<file path="src/sv/sbb_pkg.sv">
// Package: shared types and constants of the scaled bitmap blitter.
package sbb_pkg;

  localparam int unsigned BYTE_W     = 8;   // bits per bitmap byte, MSB drawn first
  localparam int unsigned CFG_W      = 16;  // widest configuration register
  localparam int unsigned CFG_IDX_W  = 3;
  localparam int unsigned ORIG_W     = 10;
  localparam int unsigned COORD_W    = 11;
  localparam int unsigned COLOR_W    = 16;
  localparam int unsigned SYM_W_W    = 6;
  localparam int unsigned SYM_H_W    = 8;
  localparam int unsigned SCALE_W    = 2;
  localparam int unsigned RESULT_CAP = 32;  // pixel writes kept per byte
  localparam int unsigned CAP_W      = $clog2(RESULT_CAP + 1);
  localparam int unsigned BIT_IDX_W  = $clog2(BYTE_W);

  localparam logic [SYM_W_W-1:0] SYM_W_RST = SYM_W_W'(8);
  localparam logic [SYM_H_W-1:0] SYM_H_RST = SYM_H_W'(8);
  localparam logic [SCALE_W-1:0] SCALE_RST = SCALE_W'(1);

  typedef enum logic [CFG_IDX_W-1:0] {
    REG_ORIGIN_X      = 3'd0,
    REG_ORIGIN_Y      = 3'd1,
    REG_SYMBOL_WIDTH  = 3'd2,
    REG_SYMBOL_HEIGHT = 3'd3,
    REG_SCALE_X       = 3'd4,
    REG_SCALE_Y       = 3'd5,
    REG_INK_COLOR     = 3'd6
  } cfg_reg_e;

  typedef enum logic [1:0] {
    ST_IDLE,
    ST_RUN,
    ST_FLUSH
  } state_e;

endpackage

</file>
<file path="src/sv/scaled_bitmap_blitter_top.sv">
// Top level: scaled one-bit bitmap blitter, byte in, pixel write requests out.
//
// Bytes of a packed 1-bpp symbol bitmap enter one at a time (bit 7 drawn first,
// bits running on across row ends). Each byte is shifted out bit by bit;
// a set bit turns into scale_x * scale_y pixel write requests at
// origin + scaled position in ink_color, rows of the block first, left to right;
// a clear bit writes nothing. The generator makes one pixel write per cycle
// while the output side does not stall. Generated writes go through a
// one-deep pending stage so the final write of a byte can be tagged
// last_of_byte, then into an output register; a new byte is taken as soon as
// the generator is idle, even while the last write still waits at the output.
// After the final bitmap row the rest of the byte is padding and is dropped.
// Configuration writes are only legal while the block is idle.
module scaled_bitmap_blitter_top #(
  parameter int unsigned MAX_WIDTH  = 32,
  parameter int unsigned MAX_HEIGHT = 128,
  parameter int unsigned MAX_SCALE  = 2
) (
  input  logic                             clk_i,
  input  logic                             rst_ni,
  // configuration write port
  input  logic                             cfg_we_i,
  input  logic [sbb_pkg::CFG_IDX_W-1:0]    cfg_idx_i,
  input  logic [sbb_pkg::CFG_W-1:0]        cfg_data_i,
  // bitmap byte requests
  input  logic                             in_valid_i,
  output logic                             in_stall_o,
  input  logic [sbb_pkg::BYTE_W-1:0]       bitmap_byte_i,
  // pixel write requests
  output logic                             out_valid_o,
  input  logic                             out_stall_i,
  output logic signed [sbb_pkg::COORD_W-1:0] pixel_x_o,
  output logic signed [sbb_pkg::COORD_W-1:0] pixel_y_o,
  output logic [sbb_pkg::COLOR_W-1:0]      pixel_color_o,
  output logic                             last_of_byte_o
);
  import sbb_pkg::*;

  localparam int unsigned CW = $clog2(MAX_WIDTH);       // column counter
  localparam int unsigned RW = $clog2(MAX_HEIGHT);      // row counter
  localparam int unsigned WW = $clog2(MAX_WIDTH + 1);   // effective width
  localparam int unsigned HW = $clog2(MAX_HEIGHT + 1);  // effective height
  localparam int unsigned SW = $clog2(MAX_SCALE + 1);   // effective scale / sub-pixel

  // configuration registers
  logic [ORIG_W-1:0]  ox_q, oy_q;
  logic [SYM_W_W-1:0] sym_w_q;
  logic [SYM_H_W-1:0] sym_h_q;
  logic [SCALE_W-1:0] scl_x_q, scl_y_q;
  logic [COLOR_W-1:0] ink_q;

  // control
  state_e               state_q, state_d;
  logic [BIT_IDX_W-1:0] bit_idx_q, bit_idx_d;
  logic [CW-1:0]        col_q, col_d;
  logic [RW-1:0]        row_q, row_d;
  logic [SW-1:0]        xe_q, xe_d, ye_q, ye_d;
  logic [CAP_W-1:0]     n_q, n_d;
  logic                 pend_valid_q, pend_valid_d;
  logic                 out_valid_q, out_valid_d;

  // payload
  logic [BYTE_W-1:0]  sh_q, sh_d;
  logic [COORD_W-1:0] pend_x_q, pend_x_d, pend_y_q, pend_y_d;
  logic [COORD_W-1:0] out_x_q, out_x_d, out_y_q, out_y_d;
  logic [COLOR_W-1:0] out_color_q, out_color_d;
  logic               out_last_q, out_last_d;

  // clamped sizes
  logic [WW-1:0] w_eff;
  logic [HW-1:0] h_eff;
  logic [SW-1:0] sx_eff, sy_eff;

  logic               in_acc, out_free, capped, cur_bit;
  logic               xe_last, ye_last, col_end, row_end;
  logic [COORD_W-1:0] px, py;

  always_comb begin
    if (sym_w_q == '0) begin
      w_eff = WW'(1);
    end else if (32'(sym_w_q) > MAX_WIDTH) begin
      w_eff = WW'(MAX_WIDTH);
    end else begin
      w_eff = WW'(sym_w_q);
    end
    if (sym_h_q == '0) begin
      h_eff = HW'(1);
    end else if (32'(sym_h_q) > MAX_HEIGHT) begin
      h_eff = HW'(MAX_HEIGHT);
    end else begin
      h_eff = HW'(sym_h_q);
    end
    if (scl_x_q == '0) begin
      sx_eff = SW'(1);
    end else if (32'(scl_x_q) > MAX_SCALE) begin
      sx_eff = SW'(MAX_SCALE);
    end else begin
      sx_eff = SW'(scl_x_q);
    end
    if (scl_y_q == '0) begin
      sy_eff = SW'(1);
    end else if (32'(scl_y_q) > MAX_SCALE) begin
      sy_eff = SW'(MAX_SCALE);
    end else begin
      sy_eff = SW'(scl_y_q);
    end
  end

  assign in_acc   = in_valid_i && !in_stall_o;
  assign out_free = !out_valid_q || !out_stall_i;
  assign capped   = (n_q == CAP_W'(RESULT_CAP));
  assign cur_bit  = sh_q[BYTE_W-1];
  assign xe_last  = (xe_q == sx_eff - SW'(1));
  assign ye_last  = (ye_q == sy_eff - SW'(1));
  // a column or row past a shrunk size also ends its row or symbol
  assign col_end  = (WW'(col_q) + WW'(1)) >= w_eff;
  assign row_end  = (HW'(row_q) + HW'(1)) >= h_eff;

  // screen position, wraps at 11 bits
  assign px = {ox_q[ORIG_W-1], ox_q} + COORD_W'(col_q) * COORD_W'(sx_eff) + COORD_W'(xe_q);
  assign py = {oy_q[ORIG_W-1], oy_q} + COORD_W'(row_q) * COORD_W'(sy_eff) + COORD_W'(ye_q);

  // next state and datapath control
  always_comb begin
    logic emit, step_done;
    state_d      = state_q;
    bit_idx_d    = bit_idx_q;
    col_d        = col_q;
    row_d        = row_q;
    xe_d         = xe_q;
    ye_d         = ye_q;
    n_d          = n_q;
    sh_d         = sh_q;
    pend_valid_d = pend_valid_q;
    pend_x_d     = pend_x_q;
    pend_y_d     = pend_y_q;
    out_valid_d  = out_valid_q && out_stall_i;
    out_x_d      = out_x_q;
    out_y_d      = out_y_q;
    out_color_d  = out_color_q;
    out_last_d   = out_last_q;
    emit         = 1'b0;
    step_done    = 1'b0;
    in_stall_o   = (state_q != ST_IDLE);

    case (state_q)
      ST_IDLE: begin
        if (in_acc) begin
          sh_d      = bitmap_byte_i;
          bit_idx_d = '0;
          xe_d      = '0;
          ye_d      = '0;
          n_d       = '0;
          state_d   = ST_RUN;
        end
      end
      ST_RUN: begin
        if (cur_bit && !capped) begin
          // one write per cycle unless stalled; pending one moves to output
          if (!pend_valid_q || out_free) begin
            emit = 1'b1;
            step_done = xe_last && ye_last;
          end
        end else begin
          step_done = 1'b1;
        end
        if (emit) begin
          if (pend_valid_q) begin
            out_valid_d = 1'b1;
            out_x_d     = pend_x_q;
            out_y_d     = pend_y_q;
            out_color_d = ink_q;
            out_last_d  = 1'b0;
          end
          pend_valid_d = 1'b1;
          pend_x_d     = px;
          pend_y_d     = py;
          n_d          = n_q + CAP_W'(1);
          if (xe_last) begin
            xe_d = '0;
            ye_d = ye_q + SW'(1);
          end else begin
            xe_d = xe_q + SW'(1);
          end
        end
        if (step_done) begin
          xe_d      = '0;
          ye_d      = '0;
          sh_d      = {sh_q[BYTE_W-2:0], 1'b0};
          bit_idx_d = bit_idx_q + BIT_IDX_W'(1);
          if (bit_idx_q == BIT_IDX_W'(BYTE_W - 1)) begin
            state_d = ST_FLUSH;
          end
          if (col_end) begin
            col_d = '0;
            if (row_end) begin
              row_d   = '0;
              state_d = ST_FLUSH;   // rest of the byte is padding
            end else begin
              row_d = row_q + RW'(1);
            end
          end else begin
            col_d = col_q + CW'(1);
          end
        end
      end
      ST_FLUSH: begin
        if (!pend_valid_q) begin
          state_d = ST_IDLE;
        end else if (out_free) begin
          out_valid_d  = 1'b1;
          out_x_d      = pend_x_q;
          out_y_d      = pend_y_q;
          out_color_d  = ink_q;
          out_last_d   = 1'b1;
          pend_valid_d = 1'b0;
          state_d      = ST_IDLE;
        end
      end
      default: begin
        state_d = ST_IDLE;
      end
    endcase
  end

  always_ff @(posedge clk_i or negedge rst_ni) begin
    if (!rst_ni) begin
      state_q      <= ST_IDLE;
      bit_idx_q    <= '0;
      col_q        <= '0;
      row_q        <= '0;
      xe_q         <= '0;
      ye_q         <= '0;
      n_q          <= '0;
      pend_valid_q <= 1'b0;
      out_valid_q  <= 1'b0;
    end else begin
      state_q      <= state_d;
      bit_idx_q    <= bit_idx_d;
      col_q        <= col_d;
      row_q        <= row_d;
      xe_q         <= xe_d;
      ye_q         <= ye_d;
      n_q          <= n_d;
      pend_valid_q <= pend_valid_d;
      out_valid_q  <= out_valid_d;
    end
  end

  always_ff @(posedge clk_i) begin
    sh_q        <= sh_d;
    pend_x_q    <= pend_x_d;
    pend_y_q    <= pend_y_d;
    out_x_q     <= out_x_d;
    out_y_q     <= out_y_d;
    out_color_q <= out_color_d;
    out_last_q  <= out_last_d;
  end

  // configuration registers; unknown indexes are ignored
  always_ff @(posedge clk_i or negedge rst_ni) begin
    if (!rst_ni) begin
      ox_q    <= '0;
      oy_q    <= '0;
      sym_w_q <= SYM_W_RST;
      sym_h_q <= SYM_H_RST;
      scl_x_q <= SCALE_RST;
      scl_y_q <= SCALE_RST;
      ink_q   <= '0;
    end else if (cfg_we_i) begin
      case (cfg_reg_e'(cfg_idx_i))
        REG_ORIGIN_X:      ox_q    <= cfg_data_i[ORIG_W-1:0];
        REG_ORIGIN_Y:      oy_q    <= cfg_data_i[ORIG_W-1:0];
        REG_SYMBOL_WIDTH:  sym_w_q <= cfg_data_i[SYM_W_W-1:0];
        REG_SYMBOL_HEIGHT: sym_h_q <= cfg_data_i[SYM_H_W-1:0];
        REG_SCALE_X:       scl_x_q <= cfg_data_i[SCALE_W-1:0];
        REG_SCALE_Y:       scl_y_q <= cfg_data_i[SCALE_W-1:0];
        REG_INK_COLOR:     ink_q   <= cfg_data_i[COLOR_W-1:0];
        default: begin
        end
      endcase
    end
  end

  assign out_valid_o    = out_valid_q;
  assign pixel_x_o      = out_x_q;
  assign pixel_y_o      = out_y_q;
  assign pixel_color_o  = out_color_q;
  assign last_of_byte_o = out_last_q;

  // a byte always starts with nothing pending
  a_idle_no_pend: assert property (@(posedge clk_i) disable iff (!rst_ni)
    (state_q == ST_IDLE) |-> !pend_valid_q)
    else $error("pending write left over at idle");

  // per-byte write count never passes the cap
  a_cap: assert property (@(posedge clk_i) disable iff (!rst_ni)
    n_q <= CAP_W'(RESULT_CAP))
    else $error("write count beyond cap");

  // an accepted byte starts the generator fresh
  a_start: assert property (@(posedge clk_i) disable iff (!rst_ni)
    in_acc |=> (state_q == ST_RUN) && (n_q == '0) && (bit_idx_q == '0))
    else $error("byte start not clean");

  // a last-of-byte write leaves the generator idle
  a_last_idle: assert property (@(posedge clk_i) disable iff (!rst_ni)
    (state_q == ST_FLUSH && pend_valid_q && out_free) |=> out_valid_q && out_last_q
      && (state_q == ST_IDLE))
    else $error("flush did not deliver last write");

endmodule

</file>
<file path="config.mk">
export PLATFORM = sky130hd
export DESIGN_NAME = scaled_bitmap_blitter_top
export DESIGN_NICKNAME = d
export VERILOG_FILES = /design/src/sv/sbb_pkg.sv /design/src/sv/scaled_bitmap_blitter_top.sv
export SDC_FILE = /design/constraint.sdc
export NUM_CORES = 1
export LEC_CHECK = 0
export BUFFER_PORTS_ARGS = -buffer_cell sky130_fd_sc_hd__buf_2
export CAP_MARGIN = 10
export CORE_MARGIN = 1.5
export CORE_UTILIZATION = 35
export DETAILED_ROUTE_END_ITERATION = 16
export HOLD_SLACK_MARGIN = 0.03
export SLEW_MARGIN = 20
export SYNTH_ARGS = -nofsm -noshare
export SYNTH_HDL_FRONTEND = slang
export SYNTH_SLANG_ARGS = --single-unit
</file>
<file path="constraint.sdc">
create_clock -name clk_i -period 3.8 [get_ports clk_i]
set_input_delay 0.19 -clock clk_i [delete_from_list [all_inputs] [get_ports clk_i]]
set_output_delay 0.19 -clock clk_i [all_outputs]
set_load 0.05 [all_outputs]
</file>
==> results of run 1 <==
[kinds of logic (layout without fill, tap and decap cells)]
kind of cell | count (synthesis) | count (layout) | synth area share [%]
buffers and inverters | 49 | 155 | 2.52
muxes | 56 | 56 | 8.10
xor gates and xnor gates | 30 | 30 | 3.39
AOI/OAI and AO/OA | 113 | 113 | 9.66
and+or+nand+nor | 173 | 173 | 11.6
adders and majority gates | 69 | 69 | 11.9
DFF | 150 | 150 | 52.9
[registers in the layout (all words and copies together), names as in the netlist, 2 cells and up]
name           count
bit_idx_q          3
col_q              5
ink_q             16
n_q                6
ox_q              10
oy_q              10
pend_x_q          11
pend_y_q          11
pixel_color_o     16
pixel_x_o         11
pixel_y_o         11
row_q              7
sh_q               8
state_q            2
sym_h_q            8
sym_w_q            6
xe_q               2
ye_q               2
[routing by layer]
layer,GRT usage (%),part of all wire [%]
met1,19.4,49
met2,21.3,46
met3,3.71,4.4
met4,3.61,0.82
met5,0,0
[final timing paths]
path                          startpoint      endpoint  slack, ns  cells past startpoint
hold / removal             cfg_data_i[8]       ox_q[8]       0.04                      3
setup reg to reg              scl_y_q[1]  pend_y_q[10]       0.22                     15
max in group asynchronous         rst_ni    sym_h_q[3]       2.52                      3
min in group asynchronous         rst_ni     ink_q[12]       0.36                      2
hold reg to reg              pend_x_q[1]  pixel_x_o[1]       0.42                      0
setup / recovery              scl_y_q[1]  pend_y_q[10]       0.22                     15
[cells in the final DEF, fill, tap and decap left out, types with 4 or more instances in the layout]
master,Yosys,layout
sky130_fd_sc_hd__and2_1,10,10
sky130_fd_sc_hd__fa_1,8,8
sky130_fd_sc_hd__nand2_1,48,48
sky130_fd_sc_hd__clkbuf_16,0,17
sky130_fd_sc_hd__clkinv_8,0,6
sky130_fd_sc_hd__o21ai_1,8,9
sky130_fd_sc_hd__xor2_1,10,10
sky130_fd_sc_hd__nor3_1,9,9
sky130_fd_sc_hd__ha_1,61,61
sky130_fd_sc_hd__dfrtp_1,79,78
sky130_fd_sc_hd__nand3_1,15,15
sky130_fd_sc_hd__nor4_1,4,4
sky130_fd_sc_hd__mux2_2,54,54
sky130_fd_sc_hd__nand2b_1,11,11
sky130_fd_sc_hd__edfxtp_1,69,69
sky130_fd_sc_hd__inv_6,0,5
sky130_fd_sc_hd__a21o_1,7,7
sky130_fd_sc_hd__inv_1,33,33
sky130_fd_sc_hd__buf_4,0,11
sky130_fd_sc_hd__a21oi_1,25,23
sky130_fd_sc_hd__xnor2_1,20,20
sky130_fd_sc_hd__a22oi_1,5,5
sky130_fd_sc_hd__nor2_1,35,33
sky130_fd_sc_hd__a22o_1,4,4
sky130_fd_sc_hd__o21a_1,4,4
sky130_fd_sc_hd__nor2b_1,16,15
sky130_fd_sc_hd__buf_2,8,71
sky130_fd_sc_hd__dlygate4sd3_1,0,8
sky130_fd_sc_hd__and3_1,5,5
sky130_fd_sc_hd__o21ai_0,32,31
[layout make-up]
type,instances,area (sq um)
flip-flops and latches,150,4100
fillers,2050,12600
inverters,33,124
clock buffers,17,425
repair buffers,90,518
clock inverters,15,183
multi-input cells,441,3480
well taps,280,350
[worst max-delay path: cells and delay by family, from the launching register on]
kind                       cells  cell delay [ns]
adders and majority gates      4             1.20
AOI/OAI and AO/OA              4             0.52
xor gates and xnor gates       1             0.17
DFF                            1             0.41
and+or+nand+nor                6             1.04
[power by group]
part / switching (mW) / internal (mW) / total, mW
combinational: 1.93 / 0.960 / 2.89
sequential: 0.281 / 2.47 / 2.75
clock: 0.804 / 0.892 / 1.70
[what timing repair did]
action | in CTS | in global routing
hold buffers | 8 | 0
endpoints found under the setup margin | 0 | 2
resized for setup | 0 | 5
hold endpoints to repair | 61 | 0
==> run summary, run 1 <==
STA
----------------------------------------------------------------------------------
Final worst-path cycle share ........................................        94.3%
Worst slew pin tran .................................................     0.904 ns
Peak clock frequency supported by timing ............................      279 MHz
RSZ-0062 raised after global routing ................................           no
Slew Viols, Final ...................................................            0
Hold violation count in the final report ............................            0
Final setup TNS .....................................................         0 ns
Post-layout min period ..............................................      3.58 ns
Final setup violation count .........................................            0
Slack of the critical path ..........................................     0.216 ns
Rel. slew slack .....................................................        39.4%
Layout Skew .........................................................    0.0125 ns
Hold WS .............................................................    0.0370 ns

LOGIC SYNTHESIS
----------------------------------------------------------------------------------
Synth area leader ................................................... sky130_fd_sc_hd__edfxtp_1
Syn nets ............................................................          741
Synthesized area per cell ...........................................   12.1 sq um
EDFF count, synth ...................................................           69
Ys Warns ............................................................            0
Leading post-synthesis cells by cell area ........................... sky130_fd_sc_hd__edfxtp_1 27%, sky130_fd_sc_hd__dfrtp_1 25%, sky130_fd_sc_hd__ha_1 9.8%
Area share of the leading cell type in the synthesized netlist ......        26.7%
Async SR Flop Fraction ..............................................        54.0%
Top FF cell, synth .................................................. sky130_fd_sc_hd__dfrtp_1
Number of different library cells in the post-synthesis netlist .....           63
Mapped Cells ........................................................          640
Mapped cell area .................................................... 0.00776 sq mm
Sequential-to-total area share from yosys stat ......................        52.9%
Most repeated cell in the gate-level netlist after synthesis ........ sky130_fd_sc_hd__dfrtp_1
Total of flip-flops plus latches after synthesis ....................          150
Most instantiated cells after synthesis ............................. 79 x sky130_fd_sc_hd__dfrtp_1, 69 x sky130_fd_sc_hd__edfxtp_1, 61 x sky130_fd_sc_hd__ha_1, 54 x sky130_fd_sc_hd__mux2_2, 48 x sky130_fd_sc_hd__nand2_1

CLOCK TREE
----------------------------------------------------------------------------------
Clock tree from TritonCTS ...........................................         done
Number of CTS-inserted buffers ......................................           17
CTS sink cnt ........................................................          150
Worst-path clk slew .................................................      0.07 ns
H-tree depth ........................................................            4
Clk root buf ........................................................ sky130_fd_sc_hd__clkbuf_16
Worst-case clock buffer depth .......................................            2
Latest clock arrival within the worst-skew pair .....................      0.43 ns
Post-CTS setup buffer count .........................................            0

CELLS AND AREA
----------------------------------------------------------------------------------
Final core utilization ..............................................        42.2%
Share of final-layout standard cells stronger than drive strength 1 .        25.6%
Final cell count without fillers ....................................         1026
Area added between synthesis and finish .............................        18.4%
Final Cell Area ..................................................... 0.00919 sq mm
Number of antenna repair diodes .....................................            0
Net count reported at finish ........................................          834

ROUTE
----------------------------------------------------------------------------------
DR WL/cell .......................................................... 15.0 microns
Total number of vias ................................................         5004
Antenna-violating nets left .........................................            0
Drc violations ......................................................            0
Overall routed net length ........................................... 15400 microns
1st-iter DRT viols ..................................................          279
Routed via count divided by cell count ..............................         4.88
Number of detailed-routing iterations run before antenna repair .....            4

SETUP PATH
----------------------------------------------------------------------------------
Most used cell, CP .................................................. sky130_fd_sc_hd__ha_1
Crit start category .................................................    flip-flop
Arrival @ worst endpoint ............................................      3.76 ns
Crit-path max FO ....................................................            4
Largest stage delay on the critical path ............................      0.42 ns
Critical path class ................................................. flip-flop to flip-flop
Required arrival time at the worst endpoint .........................      3.97 ns
List of cells traversed by the critical path ........................ and2_1 > ha_1 > fa_1 > a21oi_2 > nor2_1 > nor2_2 > o21bai_1 > a21oi_1 > xor2_1 > ha_1 > ha_1 > or2_2 > o31a_2 > nand4_1 > or3b_1
Nature of the critical path endpoint ................................    flip-flop
Slowest stage cell on the critical path ............................. sky130_fd_sc_hd__fa_1

GLOBAL ROUTE
----------------------------------------------------------------------------------
Total global-route track usage ......................................        13.9%
Via count of the first global-routing pass ..........................         4875
First-pass GRT wire length .......................................... 25400 microns
Pin count of the biggest net entering global routing ................           57
GRT overflow ........................................................            0
Number of antenna violations at the first check in global routing ...            0

FLOORPLAN
----------------------------------------------------------------------------------
Chip height .........................................................  152 microns
Area of the core .................................................... 0.0218 sq mm
Overall die width ...................................................  152 microns
Number of standard-cell rows in the floorplan .......................           54
Area of the die ..................................................... 0.0231 sq mm
I/O pin total .......................................................           73
Initial Util ........................................................        35.7%

PLACEMENT
----------------------------------------------------------------------------------
Routability cong. ...................................................        0.773
Total cell area at the placement stage .............................. 0.00849 sq mm
Detailed Place HPWL ................................................. 10800 microns
Number of placed instances, taps included ...........................          986
Count of port buffers added during placement ........................           72
Setup slack after placement .........................................     0.146 ns

POWER
----------------------------------------------------------------------------------
Leakage Power .......................................................      3.96 nW
Worst vdd rail ir drop ..............................................       423 uV
Pwr/cell area .......................................................  798 mW/mm^2
Overall power .......................................................      7.33 mW

RUN
----------------------------------------------------------------------------------
Total of max-cap violations .........................................            0

WORST HOLD PATH
----------------------------------------------------------------------------------
Worst Hold Class .................................................... primary input to flip-flop

OUTCOME
----------------------------------------------------------------------------------
Outcome ............................................................. finished clean

Note: power is estimated with default switching activity, not from simulation.
==> run 2: changes to the inputs <==
CORE_UTILIZATION = 54   (was 35)
PLACE_DENSITY = 0.77   (was default)
==> run 2 against run 1 <==
  * Clock skew hardly changed
  * Wire length up 0.99%
  * Clock power is essentially flat
  * Critical path type unchanged
  * Largest cell class unchanged
  * Sequential cell count unchanged
==> run summary, run 2 (same netlist as run 1, synthesis figures left out) <==
OUTCOME
----------------------------------------------------------------------------------
Outcome ............................................................. finished clean

STA
----------------------------------------------------------------------------------
Slew Viols, Final ...................................................            0
RSZ-0062 raised after global routing ................................           no
Hold violation count in the final report ............................            0
Final setup violation count .........................................            0
Final worst-path cycle share ........................................        95.8%
Worst slew pin tran .................................................     0.885 ns
Final setup TNS .....................................................         0 ns
Peak clock frequency supported by timing ............................      275 MHz
Rel. slew slack .....................................................        40.7%
Layout Skew .........................................................    0.0129 ns
Post-layout min period ..............................................      3.64 ns

CLOCK TREE
----------------------------------------------------------------------------------
CTS sink cnt ........................................................          150
Number of CTS-inserted buffers ......................................           17
Clk root buf ........................................................ sky130_fd_sc_hd__clkbuf_16
Worst-case clock buffer depth .......................................            2
H-tree depth ........................................................            4
Clock tree from TritonCTS ...........................................         done
Worst-path clk slew .................................................      0.06 ns
Latest clock arrival within the worst-skew pair .....................      0.43 ns

SETUP PATH
----------------------------------------------------------------------------------
Worst r2r src .......................................................   scl_y_q[1]
Setup slack of the most critical reg-to-reg path ....................      0.16 ns
Crit start category .................................................    flip-flop
Critical path class ................................................. flip-flop to flip-flop
Required arrival time at the worst endpoint .........................      3.97 ns
Arrival @ worst endpoint ............................................      3.81 ns
Path depth of the worst reg2reg path ................................           15
Reg2reg end ......................................................... pend_y_q[10]
Crit-path max FO ....................................................            4
Nature of the critical path endpoint ................................    flip-flop

GLOBAL ROUTE
----------------------------------------------------------------------------------
Number of antenna violations at the first check in global routing ...            0
First-pass GRT wire length .......................................... 25500 microns
Total global-route track usage ......................................        22.3%
Pin count of the biggest net entering global routing ................           82
GRT overflow ........................................................            0
Via count of the first global-routing pass ..........................         5348

FLOORPLAN
----------------------------------------------------------------------------------
Number of standard-cell rows in the floorplan .......................           43
Area of the core .................................................... 0.0139 sq mm
Area of the die ..................................................... 0.0151 sq mm
Initial Util ........................................................        55.7%
Chip height .........................................................  123 microns
I/O pin total .......................................................           73
Overall die width ...................................................  123 microns

WORST HOLD PATH
----------------------------------------------------------------------------------
End point of the worst hold path ....................................      ox_q[8]
Worst Hold Class .................................................... primary input to flip-flop
Worst hold path stage count .........................................            3
Startpoint of the worst hold path ................................... cfg_data_i[8]

CELLS AND AREA
----------------------------------------------------------------------------------
Most common library cell in the layout ignoring fill and taps ....... sky130_fd_sc_hd__dfrtp_1
Net count reported at finish ........................................          836
Most used cells in the layout excluding fill and tap cells .......... 78 x sky130_fd_sc_hd__dfrtp_1, 71 x sky130_fd_sc_hd__buf_2, 69 x sky130_fd_sc_hd__edfxtp_1
Area added between synthesis and finish .............................        16.9%
Number of antenna repair diodes .....................................            0
Share of final-layout standard cells stronger than drive strength 1 .        25.7%
Final cell count without fillers ....................................          928

PLACEMENT
----------------------------------------------------------------------------------
Detailed Place HPWL ................................................. 11200 microns
Count of port buffers added during placement ........................           72
Number of placed instances, taps included ...........................          885
Routability cong. ...................................................        0.859

POWER
----------------------------------------------------------------------------------
Pwr/cell area .......................................................  814 mW/mm^2
Worst vdd rail ir drop ..............................................       480 uV
Leakage Power .......................................................      3.96 nW

ROUTE
----------------------------------------------------------------------------------
Drc violations ......................................................            0
Overall routed net length ........................................... 15600 microns
Number of detailed-routing iterations run before antenna repair .....            7
1st-iter DRT viols ..................................................          434
Routed via count divided by cell count ..............................         5.68
DR WL/cell .......................................................... 16.8 microns
Antenna-violating nets left .........................................            0
Total number of vias ................................................         5274

RUN
----------------------------------------------------------------------------------
Total of max-cap violations .........................................            0

-- run 2: changes by cell type in the layout (fill, tap and decap cells not counted), moves of 2 or more --
cell,previous run,this run
sky130_fd_sc_hd__inv_8,3,1
sky130_fd_sc_hd__bufinv_16,0,2
sky130_fd_sc_hd__clkinv_8,6,0
sky130_fd_sc_hd__clkinv_2,0,2
sky130_fd_sc_hd__clkinvlp_4,1,3
-- run 2: critical path: stages, from the launching register on --
cell                       delay [ns]
sky130_fd_sc_hd__dfrtp_1         0.40
sky130_fd_sc_hd__and2_1          0.15
sky130_fd_sc_hd__ha_1            0.22
sky130_fd_sc_hd__fa_1            0.41
sky130_fd_sc_hd__a21oi_1         0.15
sky130_fd_sc_hd__nor2_1          0.06
sky130_fd_sc_hd__nor2_2          0.12
sky130_fd_sc_hd__o21bai_1        0.08
sky130_fd_sc_hd__a21oi_1         0.17
sky130_fd_sc_hd__xor2_1          0.18
sky130_fd_sc_hd__ha_1            0.26
sky130_fd_sc_hd__ha_2            0.30
sky130_fd_sc_hd__or2_2           0.30
sky130_fd_sc_hd__o31a_2          0.14
sky130_fd_sc_hd__nand4_1         0.09
sky130_fd_sc_hd__or3b_1          0.34
-- run 2: per-stage QoR --
| stage | utilization [%] | power [mW] | setup WS, ns | hold slack (ns) | cell area (sq um) |
|---|---|---|---|---|---|
| after detailed placement | 60.0 | 5.71 | 0.112 | 0.405 | 8350 |
| final | 65.1 | 7.38 | 0.160 | 0.0480 | 9070 |
| after global routing | 65.1 | 7.83 | 0.0199 | 0.0421 | 9070 |
| after floorplan | - | 4.94 | 0.0605 | -0.106 | 7760 |
| after CTS | 64.8 | 7.40 | 0.0956 | 0.0319 | 9030 |
| after global placement | 60.0 | 5.53 | 0.226 | 0.401 | 8350 |
-- run 2: final cells by class --
cell class,instances,area [sq um]
fill,1018,4870
sequential,150,4100
multi-input combinational,441,3480
timing repair buffer,92,539
clock buffer,19,443
tap,180,225
clock inverter,13,148
inverter,33,124
-- run 2: how the worst max path moves through the flow --
stage | from | endpoint | slack [ns]
floorplan | scl_y_q[1] | pend_y_q[10] | 0.06
global placement | row_q[1] | pend_y_q[10] | 0.23
detailed placement | row_q[1] | pend_y_q[10] | 0.11
CTS | row_q[1] | pend_y_q[10] | 0.1
global route | scl_y_q[1] | pend_y_q[10] | 0.02
finish | scl_y_q[1] | pend_y_q[10] | 0.16
-- run 2: routing by layer --
metal  vias to the layer above  global-route usage, %  share of wire, %
met5                         -                      0                 0
met4                         0                   11.3               3.3
met3                        39                   4.41               4.5
met2                       159                   38.5                51
met1                      2583                   26.4                41
li1                       2493                      -                 -
-- run 2: timing repair --
item                                    4_1_cts  5_1_grt
endpoints found under the setup margin        0        3
gates resized for setup                       0        6
hold buffers                                  9        0
hold endpoints to repair                     87        0
buffers inserted                              0        2
-- run 2: power by group --
group / total, mW / switching (mW) / internal (mW)
combinational: 2.94 / 1.96 / 0.979
sequential: 2.76 / 0.295 / 2.47
clock: 1.68 / 0.682 / 0.994
total: 7.38 / 2.94 / 4.44
